--- config.mk ---
export PLATFORM = sky130hd
export DESIGN_NAME = plob_side
export DESIGN_NICKNAME = d
export VERILOG_FILES = /design/src/sv/plob_pkg.sv /design/src/sv/plob_cell.sv /design/src/sv/plob_side.sv
export VERILOG_INCLUDE_DIRS = /design/src /design/src/sv
export SDC_FILE = /design/constraint.sdc
export NUM_CORES = 2
export LEC_CHECK = 0
export BUFFER_PORTS_ARGS = -buffer_cell sky130_fd_sc_hd__buf_2
export CORE_MARGIN = 1
export CORE_UTILIZATION = 50
export DETAILED_ROUTE_END_ITERATION = 7
export PLACE_DENSITY = 0.67
export RECOVER_POWER = 100
export SLEW_MARGIN = 20
export SYNTH_ARGS = -nofsm -noshare
export SYNTH_HDL_FRONTEND = slang
export SYNTH_SLANG_ARGS = --single-unit
--- constraint.sdc ---
create_clock -name clk_i -period 5.2 [get_ports clk_i]
set_input_delay 1.04 -clock clk_i [delete_from_list [all_inputs] [get_ports clk_i]]
set_output_delay 1.04 -clock clk_i [all_outputs]
set_load 0.01 [all_outputs]
--- src/sv/assert_macros.svh ---
// ---------------------------------------------------------------------------
// Assertion macros
// Shared concurrent assertion helpers, clocked on clk_i and disabled while
// rst_ni is low. Defining NO_ASSERTIONS compiles them away.
// ---------------------------------------------------------------------------
`ifndef ASSERT_MACROS_SVH
`define ASSERT_MACROS_SVH

`ifndef NO_ASSERTIONS

// The expression holds at every clock edge outside reset.
`define ASSERT_ALWAYS(lbl, expr, msg) \
  lbl: assert property (@(posedge clk_i) disable iff (!rst_ni) (expr)) \
    else $error(msg);

// When the trigger holds, the check holds at the same edge.
`define ASSERT_IMPLY(lbl, trig, chk, msg) \
  lbl: assert property (@(posedge clk_i) disable iff (!rst_ni) (trig) |-> (chk)) \
    else $error(msg);

// When the trigger holds, the check holds at the next edge.
`define ASSERT_NEXT(lbl, trig, chk, msg) \
  lbl: assert property (@(posedge clk_i) disable iff (!rst_ni) (trig) |=> (chk)) \
    else $error(msg);

`else

`define ASSERT_ALWAYS(lbl, expr, msg)
`define ASSERT_IMPLY(lbl, trig, chk, msg)
`define ASSERT_NEXT(lbl, trig, chk, msg)

`endif

`endif

--- src/sv/plob_pkg.sv ---
// ---------------------------------------------------------------------------
// Price level order book package
// Item types, field widths and the command set shared by the cell row, the
// side controller and the top level.
// ---------------------------------------------------------------------------
package plob_pkg;

  localparam int unsigned PRICE_W = 32;
  localparam int unsigned QTY_W   = 32;
  localparam int unsigned DEPTH_W = 6;
  localparam int unsigned MID_W   = 33;

  // Request kinds carried in req_type.
  localparam logic REQ_UPDATE = 1'b0;
  localparam logic REQ_CLEAR  = 1'b1;

  // Side codes.
  localparam logic SIDE_BID = 1'b0;
  localparam logic SIDE_ASK = 1'b1;

  // Input item.
  typedef struct packed {
    logic               req_type;
    logic               side;
    logic [PRICE_W-1:0] price;
    logic [QTY_W-1:0]   quantity;
  } plob_in_t;

  // Result item.
  typedef struct packed {
    logic [PRICE_W-1:0] best_bid;
    logic               bid_valid;
    logic [PRICE_W-1:0] best_ask;
    logic               ask_valid;
    logic [DEPTH_W-1:0] depth;
    logic [MID_W-1:0]   mid_twice;
    logic               overflow;
  } plob_out_t;

  // One price level as held by a cell.
  typedef struct packed {
    logic [PRICE_W-1:0] price;
    logic [QTY_W-1:0]   size;
  } plob_level_t;

  // Operation applied by every cell of a side in the apply cycle.
  typedef enum logic [1:0] {
    OP_NONE,
    OP_WRITE,
    OP_INSERT,
    OP_REMOVE
  } plob_op_e;

  // Command from the top level to one side.
  typedef struct packed {
    logic        eval;
    logic        apply;
    logic        clear;
    logic        descending;
    plob_level_t level;
  } plob_side_cmd_t;

  // Sequencer states of the top level.
  typedef enum logic [1:0] {
    ST_IDLE,
    ST_EVAL,
    ST_APPLY,
    ST_RESULT
  } plob_state_e;

endpackage

--- src/sv/plob_cell.sv ---
// ---------------------------------------------------------------------------
// Price level cell
// Holds one price level of a side. In the compare cycle it records whether
// the request price belongs in front of it and whether it matches. In the
// apply cycle it keeps, rewrites, or takes the request, left or right cell.
// ---------------------------------------------------------------------------
module plob_cell (
  input  logic                 clk_i,
  input  logic                 rst_ni,
  input  logic                 eval_i,
  input  plob_pkg::plob_op_e   op_i,
  input  logic                 descending_i,
  input  plob_pkg::plob_level_t req_i,
  input  logic                 valid_i,
  input  plob_pkg::plob_level_t left_i,
  input  logic                 left_before_i,
  input  plob_pkg::plob_level_t right_i,
  output plob_pkg::plob_level_t level_o,
  output logic                 before_o,
  output logic                 match_o
);

  plob_pkg::plob_level_t level_q, level_d;
  logic                  before_q, before_d;
  logic                  match_q, match_d;

  // Compare the held level against the request price.
  always_comb begin
    before_d = before_q;
    match_d  = match_q;
    if (eval_i) begin
      if (descending_i) begin
        before_d = !valid_i || (level_q.price < req_i.price);
      end else begin
        before_d = !valid_i || (level_q.price > req_i.price);
      end
      match_d = valid_i && (level_q.price == req_i.price);
    end
  end

  // Apply the side operation using the recorded flags.
  always_comb begin
    level_d = level_q;
    unique case (op_i)
      plob_pkg::OP_WRITE: begin
        if (match_q) begin
          level_d.size = req_i.size;
        end
      end
      plob_pkg::OP_INSERT: begin
        if (before_q) begin
          if (left_before_i) begin
            level_d = left_i;
          end else begin
            level_d = req_i;
          end
        end
      end
      plob_pkg::OP_REMOVE: begin
        if (before_q || match_q) begin
          level_d = right_i;
        end
      end
      default: begin
        level_d = level_q;
      end
    endcase
  end

  // Flags are control state; the level itself needs no reset.
  always_ff @(posedge clk_i or negedge rst_ni) begin
    if (!rst_ni) begin
      before_q <= 1'b0;
      match_q  <= 1'b0;
    end else begin
      before_q <= before_d;
      match_q  <= match_d;
    end
  end

  always_ff @(posedge clk_i) begin
    level_q <= level_d;
  end

  assign level_o  = level_q;
  assign before_o = before_q;
  assign match_o  = match_q;

endmodule

--- src/sv/plob_side.sv ---
// ---------------------------------------------------------------------------
// Order book side
// A row of LEVELS cells kept sorted best-first, plus the level count. It
// turns a command into the operation that every cell applies and reports
// the best level, the count and whether an insert dropped a level.
// ---------------------------------------------------------------------------
module plob_side #(
  parameter int unsigned LEVELS = 32,
  parameter int unsigned CNT_W  = $clog2(LEVELS + 1)
) (
  input  logic                     clk_i,
  input  logic                     rst_ni,
  input  plob_pkg::plob_side_cmd_t cmd_i,
  output logic [plob_pkg::PRICE_W-1:0] best_o,
  output logic [CNT_W-1:0]         count_o,
  output logic                     drop_o
);

  `include "assert_macros.svh"

  logic [CNT_W-1:0]      count_q, count_d;
  plob_pkg::plob_level_t level [LEVELS];
  logic [LEVELS-1:0]     in_front;
  logic [LEVELS-1:0]     match;
  logic [LEVELS-1:0]     valid;
  logic                  any_match;
  logic                  full;
  logic                  qty_zero;
  plob_pkg::plob_op_e    op;

  assign any_match = |match;
  assign full      = (count_q == CNT_W'(LEVELS));
  assign qty_zero  = (cmd_i.level.size == '0);

  // Decide the row operation for the apply cycle.
  always_comb begin
    op = plob_pkg::OP_NONE;
    if (cmd_i.apply) begin
      if (qty_zero) begin
        op = any_match ? plob_pkg::OP_REMOVE : plob_pkg::OP_NONE;
      end else begin
        op = any_match ? plob_pkg::OP_WRITE : plob_pkg::OP_INSERT;
      end
    end
  end

  assign drop_o = (op == plob_pkg::OP_INSERT) && full;

  // Level count follows the row operation.
  always_comb begin
    count_d = count_q;
    if (cmd_i.clear) begin
      count_d = '0;
    end else if (op == plob_pkg::OP_REMOVE) begin
      count_d = count_q - CNT_W'(1);
    end else if ((op == plob_pkg::OP_INSERT) && !full) begin
      count_d = count_q + CNT_W'(1);
    end
  end

  always_ff @(posedge clk_i or negedge rst_ni) begin
    if (!rst_ni) begin
      count_q <= '0;
    end else begin
      count_q <= count_d;
    end
  end

  // The row of cells; each one sees its two neighbors.
  for (genvar i = 0; i < LEVELS; i++) begin : g_cell
    plob_pkg::plob_level_t left_lvl;
    plob_pkg::plob_level_t right_lvl;
    logic                  left_before;

    assign valid[i] = (count_q > CNT_W'(i));

    if (i == 0) begin : g_first
      assign left_lvl    = cmd_i.level;
      assign left_before = 1'b0;
    end else begin : g_inner
      assign left_lvl    = level[i-1];
      assign left_before = in_front[i-1];
    end

    if (i == LEVELS - 1) begin : g_last
      assign right_lvl = level[i];
    end else begin : g_body
      assign right_lvl = level[i+1];
    end

    plob_cell u_cell (
      .clk_i         (clk_i),
      .rst_ni        (rst_ni),
      .eval_i        (cmd_i.eval),
      .op_i          (op),
      .descending_i  (cmd_i.descending),
      .req_i         (cmd_i.level),
      .valid_i       (valid[i]),
      .left_i        (left_lvl),
      .left_before_i (left_before),
      .right_i       (right_lvl),
      .level_o       (level[i]),
      .before_o      (in_front[i]),
      .match_o       (match[i])
    );
  end

  assign best_o  = level[0].price;
  assign count_o = count_q;

  `ASSERT_ALWAYS(a_count_in_range, count_q <= CNT_W'(LEVELS),
    "Level count exceeds the number of cells.")
  `ASSERT_IMPLY(a_drop_only_full, drop_o, full && !any_match,
    "A level was dropped while the side had room or the price matched.")
  `ASSERT_NEXT(a_insert_grows, (op == plob_pkg::OP_INSERT) && !full && !cmd_i.clear,
    count_q == $past(count_q) + CNT_W'(1), "Insert into a side with room did not grow it.")

endmodule

# [After elaboration in Yosys (flattened, before gate mapping)]
# Index checks and enable logic that the tools add are counted.
[word_totals] regBits=2118 input_bits=70 out_inout_bits=39 elab_cells=818
[op_classes] n_addsub=2 n_lt_le_gt_ge=96 n_eq_ne=131 mux=228 reduce_logical=232
[ops] operator="$mux W64" n=93
[ops] operator="$pmux W32 S3" n=31
[ops] operator="$pmux W32 S2" n=32
[ops] operator="$mux W32" n=33
[ops] operator="$eq A32 B32 Y1" n=32
[ops] operator="$gt A32 B32 Y1" n=32
[ops] operator="$lt A32 B32 Y1" n=32
[ops] operator="$ne A2 B1 Y1 const B" n=95
[ops] operator="$reduce_and A4 Y1" n=31
[ops] operator="$gt A6 B5 Y1 const B" n=16
[ops] operator="$reduce_and A3 Y1" n=32
[ops] operator="$logic_or A1 B1 Y1" n=95
[ops] operator="$gt A6 B4 Y1 const B" n=8
[ops] operator="$logic_and A1 B1 Y1" n=34
[ops] operator="$logic_not A1 Y1" n=33
[ops] operator="$logic_not A32 Y1" n=1
[ops] operator="$mux W1" n=32
[ops] operator="$reduce_or A32 Y1" n=1
[ops] operator="$gt A6 B3 Y1 const B" n=4
[ops] operator="$mux W6" n=3
[ops] operator="$gt A6 B1 Y1 const B" n=2
[ops] operator="$gt A6 B2 Y1 const B" n=2
[ops] operator="$mux W2" n=4
[ops] operator="$add A6 B1 Y6 const B" n=1
[ops] operator="7 further kinds" n=10

# [Logic depth before layout (Yosys ltp)]
[logic_depth] word_depth=9 mapped_depth=12 depth_no_buf=9

# [By module]
# A second synthesis with hierarchy kept.
[hier_totals] cells_unflattened=12302 hier_area_um2=133789.6
[modules_own_cells] mod="plob_cell (g_cell[0].u_cell ...)" n_inst=28 cells_per_inst=380 area_each_um2=4151.5
[modules_own_cells] mod="plob_cell (g_cell[6].u_cell ...)" n_inst=4 cells_per_inst=380 area_each_um2=4141.5
[modules_own_cells] mod="plob_side" n_inst=1 cells_per_inst=142 area_each_um2=982.2

# [Worst setup path after synthesis]
# OpenSTA, ideal clock, no wires.
[synth_path] path_type="input to register" start="in cmd_i[26] (netlist name)" end="reg g_cell[29].u_cell.level_q, in the netlist g_cell[29].u_cell.level_o[32] (enable)" arrival_time_ns=3.975 required_ns=4.779 slack_ns=0.804 stages=9 path_buffers=3 cell_sequence="nor4_1 > nand2_1 > nor4_2 > and3_1 > buf_2 > buf_6 > buf_2 > a21oi_1 > nor2_1"
[synth_via] elab_chain_cells=6 elab_cells_between_ends=9 classes_between="eq/ne (4); mux (2); reduce/logical (3)"
[synth_rtl] item="from (decl)" line="plob_side.sv:13" source="input plob_pkg::plob_side_cmd_t cmd_i,"
[synth_rtl] item="$logic_not A32 Y1 *" line="plob_side.sv:33" source="assign qty_zero = (cmd_i.level.size == '0);"
[synth_rtl] item="$mux W2 *" line="plob_side.sv:39" source="if (qty_zero) begin"
[synth_rtl] item="$mux W2 *" line="plob_side.sv:38" source="if (cmd_i.apply) begin"
[synth_rtl] item="$eq A2 B2 Y1" line="plob_cell.sv:44" source="unique case (op_i)"
[synth_rtl] item="$ne A2 B1 Y1 (no source line) or $reduce_bool A2 Y1 (tied branches)"
[synth_rtl] item="$reduce_and A3 Y1 (no source line) *"
[synth_rtl] item="to (signal assigned)" line="plob_cell.sv:82" source="level_q <= level_d;"
[synth_rtl] item="to (decl)" line="plob_cell.sv:23" source="plob_pkg::plob_level_t level_q, level_d;"
# Mark *: on every way between the ends. The rest lies on a longest branch, timed or not.
# A chain may end at the register's enable or synchronous reset.

# [Final worst setup path]
[layout_path] start="reg g_cell[7].u_cell.match_q" end="reg g_cell[1].u_cell.level_q, in the netlist g_cell[1].u_cell.level_o[54] (enable)"
[layout_via] elab_chain_cells=7 elab_cells_between_ends=11 classes_between="eq/ne (4); mux (4); reduce/logical (3)"
[layout_rtl] item="from (decl)" line="plob_cell.sv:25" source="logic match_q, match_d;"
[layout_rtl] item="from (signal assigned)" line="plob_cell.sv:77" source="match_q <= match_d;"
[layout_rtl] item="$reduce_or A32 Y1 *" line="plob_side.sv:31" source="assign any_match = |match;"
[layout_rtl] item="$mux W2 (on tied branches)" line="plob_side.sv:42, plob_side.sv:40"
[layout_rtl] item="$mux W2 *" line="plob_side.sv:39"
[layout_rtl] item="$mux W2 *" line="plob_side.sv:38"
[layout_rtl] item="$eq A2 B2 Y1" line="plob_cell.sv:44"
[layout_rtl] item="$ne A2 B1 Y1 (no source line) or $reduce_bool A2 Y1 (tied branches)"
[layout_rtl] item="$reduce_and A3 Y1 (no source line) *"
[layout_rtl] item="to (signal assigned)" line="plob_cell.sv:82"
[layout_rtl] item="to (decl)" line="plob_cell.sv:23"
# Marks and branches as above.

==> out/results.txt <==
Number of buffers added to fix hold violations after cts -> 0
Leading area contributor after synthesis -> edfxtp_1
Core area -> 152,400 um2
Top_reg_cell synth -> edfxtp_1
Initial antenna violation count -> 2
Most numerous cell types in the synthesized netlist -> nand2_1, o21ai_0, ha_1
Yosys synthesis warning count -> 0
Wire length per cell after detailed routing -> 28.32 um
Fraction of registers with async set or reset after synthesis -> 0.06399
RSZ-0062 raised after global routing -> no
Final period utilization -> 0.9132
Number of violations reported at the end of detailed-routing iteration 0 -> 8,710
Endpoint arrival time on the critical path -> 5.10 ns
Num CTS Buffers -> 134
Instance count after placement with tap cells included -> 9,434
Clock root buffer master -> clkbuf_16
Final Hold Vio Count -> 0
Cell with the most instances after synthesis -> nand2_1
Starting utilization of the core area -> 0.5049
HPWL reported at the end of detailed placement -> 197,900 um
Register-to-register setup slack -> 0.45 ns
Maximum number of buffers from clock root to sink -> 3
Die ar. -> 155,500 um2
Fraction of synthesized cell area taken by the top area cell type -> 0.3995
Number of instances resized during post-cts repair -> 0
Reported leakage power -> 37.81 nW
Largest net degree at the start of global routing -> 212
Relative slew slack -> -1.734
Sequential cell area fraction in the yosys report -> 0.4223
Synthesized Nets -> 8,638
Violations in the final reports -> max-capacitance violations, max-slew violations
Highest cell delay on the worst timing path -> 1.68 ns
Top fanout value on the critical path -> 32
Boundary Pins -> 109
Post-Route Skew -> 0.03507 ns
Area overhead of the layout relative to synthesis -> 9.474%
Finish-stage setup viols -> 0
Kind of end point of the critical path -> flip-flop
Row cnt -> 143
Width of the die -> 394.3 um
Final instance area -> 84,260 um2
Worst Reg-to-Reg Cells -> 7
Worst reg2reg endpoint -> g_cell[1].u_cell.level_o[54]
Combined area of all synthesized cells -> 76,970 um2
DRC errors left -> 0
Setup WS pre-CTS -> 0.9122 ns
Vias in the first global route -> 61,170
Data required time of the worst path -> 5.55 ns
Post-CTS Setup Repair Bufs -> 0
Total number of nets in the final design -> 8,638
Min-Delay Endpoint -> g_cell[17].u_cell.match_o
Die H -> 394.3 um
Placed Instance Area -> 80,560 um2
Outcome -> finished with violations
Cells along the critical path -> nor4_1 > nand2_1 > or4_1 > xnor2_1 > nand2_1 > nor2_2 > clkbuf_1
Final setup margin -> 0.4513 ns
Kind of critical path -> reg -> reg
Minimum period implied by the final worst setup slack -> 4.749 ns
Total negative slack -> 0 ns
VDD IR max -> 0.3343 mV
Pwr per Cell Area -> 281.9 nW/um2
Worst hold path stage count -> 1
Worst min-delay path category -> reg -> reg
Transition time at the pin with the least slew margin -> 4.101 ns
Register bit count reported by yosys -> 1,094
Maxcap violations -> 13
Global-route congestion overflow total -> 0
Wire length of the first global-routing pass -> 401,600 um
Unique masters post-synth -> 67
Element type at the critical path start -> flip-flop
Sinks on Clock Net -> 1,094
Post-detailed-routing wire length -> 274,200 um
Most common cell on crit path -> nand2_1
Synthesized netlist cell count -> 7,540
Fraction of layout cells with a size suffix above 1 -> 0.07059
Overall via count from detail_route -> 63,810
Number of max-slew violations in the final report -> 541
Highest Clock Rate -> 210.6 MHz
Hold Path Origin -> g_cell[17].u_cell.match_o
Number of input and output port buffers inserted -> 108
Synth Area per Inst -> 10.21 um2
Worst reg2reg startpoint -> g_cell[7].u_cell.match_o
Routability cong. -> 0.9986
CTS tree -> done
GRT Resource Usage Total -> 0.3438
Synth top area cells -> edfxtp_1, ha_1, mux2i_1
Insertion delay to the later sink of the worst-skew pair -> 0.80 ns
Number of search-and-repair iterations in the first detailed-routing pass -> 7
Mean number of vias per cell -> 6.592
H-tree depth -> 4
Number of synthesized flops with an enable pin -> 1,024
Finished Layout Cells -> 9,681
Slowest cell on crit path -> clkbuf_1
Antenna Violating Nets Remaining -> 0
CTS clk-pin slew, worst paths -> 0.06 ns
power by group:
group,internal (W),switching (W)
Clock,0.00524,0.00391
Sequential,0.0104,0.000678
Combinational,0.00131,0.00225
state kept, by name (all words and copies together) (netlist names):
name                    flops
g_cell.u_cell.before_o     32
g_cell.u_cell.match_o      32
count_o                     6
g_cell.u_cell.level_o    1024
per-stage QoR:
stage	total power (W)	util	hold slack, ns
finish	0.02376	0.5527	0.5121
detailed placement	0.01463	0.5284	0.4969
CTS	0.02370	0.5558	0.3758
global route	0.02449	0.5527	0.5335
floorplan	0.01305	-	0.4723
global placement	0.01447	0.5284	0.4999
worst max-delay path, delay by kind of cell (launching register included):
kind	cells	cell delay, ns
and+or+nand+nor	5	1.90
buffers and inverters	1	1.68
DFF	1	0.48
xor gates and xnor gates	1	0.21
cell usage in the layout, fill, tap and decap left out, drive strengths merged, types with 8 or more instances in the layout:
cell type / n
o31a: 8
a21boi: 24
and2: 11
o211ai: 36
edfxtp: 1024
clkinv: 38
a211oi: 16
clkbuf: 308
nor4: 58
inv: 104
o211a: 12
o21ai: 1167
a21oi: 436
nand3: 101
or4: 8
a21o: 129
nor3b: 11
nand4: 218
a211o: 8
mux2i: 970
nor2: 109
buf: 222
and4: 21
nor2b: 47
o21a: 8
a221o: 10
o31ai: 18
a2111oi: 12
ha: 1028
nor3: 24
a31oi: 17
o2bb2ai: 19
dfrtp: 70
a221oi: 38
nand2: 1236
layer usage:
layer,track usage,up-vias,wire length (um)
li1,-,28550,-
met2,0.4781,3980,109900
met1,0.4939,30570,114700
met4,0.1875,2,16750
met5,0,-,10
met3,0.07502,712,32740
worst max-delay path by stage:
stage	depth (start not counted)	to	slack [ns]	start
6_report	7	g_cell[1].u_cell.level_o[54]	0.45	g_cell[7].u_cell.match_o
5_1_grt	4	g_cell[30].u_cell.level_o[41]	0.35	g_cell[30].u_cell.before_o
4_1_cts	6	drop_o	0.77	g_cell[0].u_cell.match_o
3_5_place_dp	12	g_cell[30].u_cell.before_o	0.91	cmd_i[63]
3_3_place_gp	11	g_cell[30].u_cell.before_o	0.89	cmd_i[56]
2_1_floorplan	9	g_cell[29].u_cell.level_o[32]	0.80	cmd_i[26]
layout make-up:
cell class                 count  area, um2
fill                       13450      68180
multi-input combinational   5879      42250
sequential                  1094      32540
clock buffer                 195       3776
tap                         2030       2540
timing repair buffer         335       2391
clock inverter                51      394.1
inverter                      96      360.3
antenna                        1      2.502
kinds of logic after synthesis:
kind of cell | share of synthesized area
AND/OR/NAND/NOR | 0.1086
flip-flops | 0.4223
buffers and inverters | 0.02960
adder cells (fa/ha/maj) | 0.1671
XOR/XNOR | 0.0005689
AO/OA/AOI/OAI | 0.1452
multiplexers | 0.1267
Power figures use the tool's default switching activity.
